### src/cpra_pkg.sv
// Shared types and constants for the contiguous page-run allocator.
`default_nettype none

package cpra_pkg;

    localparam int NUM_PAGES  = 4096;
    localparam int PAGE_W     = $clog2(NUM_PAGES);
    localparam int WORD_BITS  = 8;
    localparam int BIT_W      = $clog2(WORD_BITS);
    localparam int NUM_WORDS  = NUM_PAGES / WORD_BITS;
    localparam int WIDX_W     = PAGE_W - BIT_W;
    localparam int ADDR_W     = 32;
    localparam int CNT_W      = 13;
    localparam int PAGE_SHIFT = 12;
    localparam int FIDX_W     = ADDR_W - PAGE_SHIFT;
    localparam int STATUS_W   = 2;

    localparam logic [ADDR_W-1:0] BASE_RESET = 32'hC010_0000;

    localparam logic FN_ALLOC = 1'b0;
    localparam logic FN_FREE  = 1'b1;

    typedef enum logic [STATUS_W-1:0] {
        ST_DONE  = 2'd0,
        ST_NOFIT = 2'd1,
        ST_BAD   = 2'd2
    } t_status;

    typedef enum logic [2:0] {
        RES_NONE,
        RES_OK,
        RES_NOFIT,
        RES_BAD,
        RES_RANGE
    } t_res;

    typedef enum logic [3:0] {
        S_CLR,
        S_IDLE,
        S_DEC,
        S_FSET,
        S_SCAN,
        S_RINIT,
        S_RD,
        S_WR,
        S_RESP
    } t_state;

    typedef struct packed {
        logic load;
        logic dec;
        logic fset;
        logic scan;
        logic rinit;
        logic rd;
        logic wr;
        logic clr;
        t_res res;
    } t_dp_cmd;

    typedef struct packed {
        logic clr_last;
        logic is_free;
        logic cnt_zero;
        logic cnt_big;
        logic free_nop;
        logic free_below;
        logic free_out;
        logic found;
        logic scan_end;
        logic range_last;
    } t_dp_sts;

endpackage

`default_nettype wire

### src/cpra_ctrl.sv
// Controller state machine of the page-run allocator.
`default_nettype none

module cpra_ctrl
    import cpra_pkg::*;
(
    input  wire logic    i_clk,
    input  wire logic    i_rst_n,
    input  wire logic    i_in_valid,
    input  wire logic    i_out_free,
    input  wire t_dp_sts i_sts,
    output t_dp_cmd      o_cmd,
    output logic         o_in_ready,
    output logic         o_push
);

    t_state r_state, n_state;

    always_ff @(posedge i_clk) begin
        if (!i_rst_n) begin
            r_state <= S_CLR;
        end else begin
            r_state <= n_state;
        end
    end

    always_comb begin
        n_state = r_state;
        case (r_state)
            S_CLR: begin
                if (i_sts.clr_last) n_state = S_IDLE;
            end
            S_IDLE: begin
                if (i_in_valid) n_state = S_DEC;
            end
            S_DEC: begin
                if (!i_sts.is_free) begin
                    if (i_sts.cnt_zero || i_sts.cnt_big) n_state = S_RESP;
                    else n_state = S_SCAN;
                end else begin
                    if (i_sts.free_nop || i_sts.free_below) n_state = S_RESP;
                    else n_state = S_FSET;
                end
            end
            S_FSET: begin
                if (i_sts.free_out) n_state = S_RESP;
                else n_state = S_RINIT;
            end
            S_SCAN: begin
                if (i_sts.found) n_state = S_RINIT;
                else if (i_sts.scan_end) n_state = S_RESP;
            end
            S_RINIT: n_state = S_RD;
            S_RD:    n_state = S_WR;
            S_WR: begin
                if (i_sts.range_last) n_state = S_RESP;
                else n_state = S_RD;
            end
            S_RESP: begin
                if (i_out_free) n_state = S_IDLE;
            end
            default: n_state = S_IDLE;
        endcase
    end

    always_comb begin
        o_cmd.load  = 1'b0;
        o_cmd.dec   = 1'b0;
        o_cmd.fset  = 1'b0;
        o_cmd.scan  = 1'b0;
        o_cmd.rinit = 1'b0;
        o_cmd.rd    = 1'b0;
        o_cmd.wr    = 1'b0;
        o_cmd.clr   = 1'b0;
        o_cmd.res   = RES_NONE;
        o_in_ready  = 1'b0;
        o_push      = 1'b0;
        case (r_state)
            S_CLR: o_cmd.clr = 1'b1;
            S_IDLE: begin
                o_in_ready = 1'b1;
                o_cmd.load = i_in_valid;
            end
            S_DEC: begin
                o_cmd.dec = 1'b1;
                if (!i_sts.is_free) begin
                    if (i_sts.cnt_zero) o_cmd.res = RES_BAD;
                    else if (i_sts.cnt_big) o_cmd.res = RES_NOFIT;
                end else begin
                    if (i_sts.free_nop) o_cmd.res = RES_OK;
                    else if (i_sts.free_below) o_cmd.res = RES_BAD;
                end
            end
            S_FSET: begin
                o_cmd.fset = 1'b1;
                if (i_sts.free_out) o_cmd.res = RES_OK;
            end
            S_SCAN: begin
                o_cmd.scan = 1'b1;
                if (!i_sts.found && i_sts.scan_end) o_cmd.res = RES_NOFIT;
            end
            S_RINIT: begin
                o_cmd.rinit = 1'b1;
                o_cmd.res   = RES_RANGE;
            end
            S_RD:   o_cmd.rd = 1'b1;
            S_WR:   o_cmd.wr = 1'b1;
            S_RESP: o_push = i_out_free;
            default: o_cmd.res = RES_NONE;
        endcase
    end

`ifndef SYNTHESIS
    a_accept_decodes: assert property (@(posedge i_clk) disable iff (!i_rst_n)
        (i_in_valid && o_in_ready) |=> (r_state == S_DEC))
        else $error("accepted beat not followed by decode");
    a_clear_once: assert property (@(posedge i_clk) disable iff (!i_rst_n)
        (r_state != S_CLR) |=> (r_state != S_CLR))
        else $error("clearing pass re-entered");
`endif

endmodule

`default_nettype wire

### config.mk
export PLATFORM = sky130hd
export DESIGN_NAME = cpra_ctrl
export DESIGN_NICKNAME = d
export VERILOG_FILES = /design/src/cpra_pkg.sv /design/src/cpra_ctrl.sv
export SDC_FILE = /design/constraint.sdc
export NUM_CORES = 1
export LEC_CHECK = 0
export BUFFER_PORTS_ARGS = -buffer_cell sky130_fd_sc_hd__buf_2
export CELL_PAD_IN_SITES_DETAIL_PLACEMENT = 0
export CELL_PAD_IN_SITES_GLOBAL_PLACEMENT = 2
export CORE_MARGIN = 1
export CORE_UTILIZATION = 19
export CTS_CLUSTER_DIAMETER = 30
export CTS_CLUSTER_SIZE = 14
export DETAILED_ROUTE_END_ITERATION = 16
export GPL_ROUTABILITY_DRIVEN = 0
export PLACE_DENSITY = 0.82
export SLEW_MARGIN = 20
export SYNTH_ARGS = -nofsm -noshare
export SYNTH_HDL_FRONTEND = slang
export SYNTH_SLANG_ARGS = --single-unit
### constraint.sdc
create_clock -name i_clk -period 1.3 [get_ports i_clk]
set_input_delay 0.26 -clock i_clk [delete_from_list [all_inputs] [get_ports i_clk]]
set_output_delay 0.26 -clock i_clk [all_outputs]
set_load 0.03 [all_outputs]
==> Word-level counts from Yosys, hierarchy flattened <==
Cells that the tools add are included.
{ "totals": {"reg_bits": 4, "wordCells": 48, "output_inout_bits": 13} }
{ "op_classes": {"n_reduce_logical": 6, "n_eq_ne": 12, "mux": 29} }
{ "ops": {"columns": ["cell", "n"], "rows": [
  ["$mux 4", 10],
  ["$pmux 4 s9", 1],
  ["$eq 4x3->1 const B", 4],
  ["$pmux 3 s4", 1],
  ["$mux 1", 11],
  ["$eq 4x2->1 const B", 2],
  ["$mux 2", 4],
  ["$mux 3", 2],
  ["$ne 2x2->1 const B", 3],
  ["$eq 4x1->1 const B", 1],
  ["$eq 4x4->1 const B", 1],
  ["$logic_not 4->1", 1],
  ["$reduce_and 4->1", 1],
  ["$ne 3x3->1 const B", 1],
  ["$logic_or 1x1->1", 2],
  ["$logic_and 1x1->1", 1],
  ["$logic_not 1->1", 1]
]} }

==> Logic depth before layout (Yosys ltp) <==
{ "depth": {"depth_word": 4, "mapped_depth": 5, "ltp_nobuf": 4} }

==> Least setup slack after synthesis <==
Ideal clock, no wire load.
{ "synth_timing": {"path_type": "reg-to-output", "from": "register r_state[0]", "to": "output o_cmd[0] (netlist bit)", "n_path_buf": 1, "setup_slack_ps": -803, "stages_incl_launch_ff": 5, "arrival_time_ps": 1843, "cell_sequence": "dfxtp_1 -> buf_6 -> nand2_1 -> nor3_1 -> o2bb2ai_1"} }
{ "synth_lines": {"columns": ["element", "line", "source"], "rows": [
  ["from (decl)", "cpra_ctrl.sv:17", "t_state r_state, n_state;"],
  ["from (signal assigned)", "cpra_ctrl.sv:23", "r_state <= n_state;"],
  ["to (decl)", "cpra_ctrl.sv:12", "output t_dp_cmd o_cmd,"]
]} }

==> impl_metrics.toml <==
[sta]
hold_viol = 0
finalSetupViolCount = 16
period_needed_ns = 1.580
finalMaxSlewViolations = 0
skew_ns = 0.004868
relSlewSlack_pct = 82.71
whs_ns = 0.3122
finalCritPeriodShare_pct = 121.6
layout_setup_ws_ns = -0.2803
worst_slew_pin_slew_ns = 0.2582
rsz0062_at_grt = "true"
fmaxAchievable_mhz = 632.8

[logic_synthesis]
syn_area_sq_um = 493.0
ys.warnings.count = 0
synth.distinct_cells = 33
ys_seq_area_share_pct = 16.24
synth_seq_cells = 4
syn-num-nets = 78
synth.avg_cell_area_sq_um = 7.703
syn_inst = 64

[run_status]
violations = "setup timing"
run_status = "finished with violations"

[pwr]
power_mw = 0.6204
ir_drop_mv = 0.7219
power_leakage_nw = 0.4822
power_density_nw_per_um2 = 555.3

[cts]
cts-root-buf = "clkbuf_4"
clk_latency_ns = 0.23
cts_htree_levels = 1
clock-sinks = 4
clk_pin_slew_worst_paths_ns = 0.04
cts.path.max_buffers = 2
ctsHoldBuffers = 0
cts_tree = "done"
numCtsBuffers = 3

[place]
port_buffers = 26
hpwl_microns = 1324
pre_cts_ws_ns = -0.2027

[setup_path]
cp.arrival_ns = 1.32
rr_worst_depth = 5
cp_max_fo = 6
worstPathRequired_ns = 1.04
start_kind = "flop"
critPathCaptureType = "primary output"
critPathKind = "reg -> out"
critPathLaunch = "r_state[1]"
crit-reg2reg-launch = "r_state[1]"

[die]
num_rows = 18
die_x_microns = 52.94
design.core.area_sq_um = 2455
initial_utilization_pct = 20.08
fp.dieH_microns = 52.94
floorplan.die_area_sq_um = 2802
io_pins = 27

[global_route]
grt_max_degree = 10
grt_pass1_vias = 641
grt_pass1_wl_microns = 2842
grt-ovfl-total = 0
antenna_found_initial = 0
track_usage_pct = 14.08

[route]
firstDrtPassIters = 5
drc = 0
wire_per_inst_microns = 11.81
drt-total-wl_microns = 1700
vias = 661
viasPerCell = 4.590
drt-initial-drc-count = 9
detail-route-antenna-nets = 0

[layout]
drive_gt1_share_pct = 71.93
insertedDiodeCount = 0
layout_commonest_cell = "buf_6"
final_nets = 130
largest_reg_flops = 4
top_register = "r_state"
final_cell_mix = "buf_6 (22), buf_4 (16), buf_2 (13)"
area_delta_synth_final_pct = 126.6
largestRegisters = "r_state (4)"

[hold_path]
worstHoldPathCells = 2
worstHoldStart = "i_rst_n"
hold_path_class = "in -> reg"

[flow_run]
max_cap_viol_count = 0
## report_power, final
| part | switching [mW] | internal, mW | total (mW) |
|---|---|---|---|
| Combinational | 0.157 | 0.166 | 0.323 |
| Sequential | 0.0177 | 0.127 | 0.145 |
| Clock | 0.0499 | 0.103 | 0.153 |
| Total | 0.224 | 0.396 | 0.620 |
## through the flow
stage	util (%)	cell area, sq um	TNS, ns	cells
floorplan	-	563.0	-2.587	64
global placement	35.07	860.8	-1.830	138
detailed placement	35.07	860.8	-2.072	138
CTS	43.88	1077	-2.555	143
global route	45.51	1117	-3.382	144
finish	45.51	1117	-2.270	144
## synthesized netlist by cell type (all sizes together)
cell	count	area, sq um
a21oi	1	5.000
a22oi	1	12.51
a31oi	2	12.51
a32o	2	20.02
and2	1	6.260
and3	3	18.77
buf	4	31.27
dfxtp	4	80.08
inv	4	15.01
mux2i	1	10.01
nand2	4	15.01
nand2b	2	12.51
nand3	1	5.000
nor2	9	33.78
nor2b	1	6.260
nor3	7	40.04
nor3b	3	32.53
nor4	1	6.260
nor4b	2	47.55
o2111a	1	11.26
o211ai	1	7.510
o21a	1	7.510
o21ai	3	15.01
o221ai	1	8.760
o2bb2ai	1	8.760
o311ai	1	8.760
or3	1	6.260
or3b	1	8.760
## worst max-delay path: stages (launching register included)
cell and delay [ns]:
dfxtp_4 0.37, nor4b_4 0.28, nor2b_1 0.16, a32o_2 0.15
buf_6 0.13
## cell families after synthesis
logic type             synth area share, %
DFF                                  16.24
and+or+nand+nor                      48.48
AOI/OAI and AO/OA                    23.86
buffers and inverters                9.388
muxes                                2.031
## worst paths after layout
| check | end | slack, ns |
|---|---|---|
| worst min register to register | r_state[1] | 0.76 |
| worst max-delay path | o_cmd[1] | -0.28 |
| worst min-delay path | r_state[3] | 0.31 |
| worst max register to register | r_state[3] | -0.10 |
## cell type report
class	instances	area (sq um)
multi-input combinational	52	514.2
tap	30	37.54
fill	239	1338
sequential	4	95.09
timing repair buffer	51	432.9
inverter	4	15.01
clock buffer	3	22.52
## metal layers
layer | up-vias | global-route usage [%] | routed length, microns
li1 | 340 | - | -
met1 | 300 | 18.44 | 794
met2 | 21 | 22.57 | 808
met3 | 0 | 4.310 | 96
met4 | 0 | 2.632 | 0
met5 | - | 0 | 0
## repair_timing
action	in CTS	in global routing
endpoints found under the setup margin	17	17
hold endpoints to repair	0	0
gates resized for setup	49	9
setup buffers	3	2
pin swaps	9	4
Note: power is estimated with default switching activity, not from simulation.
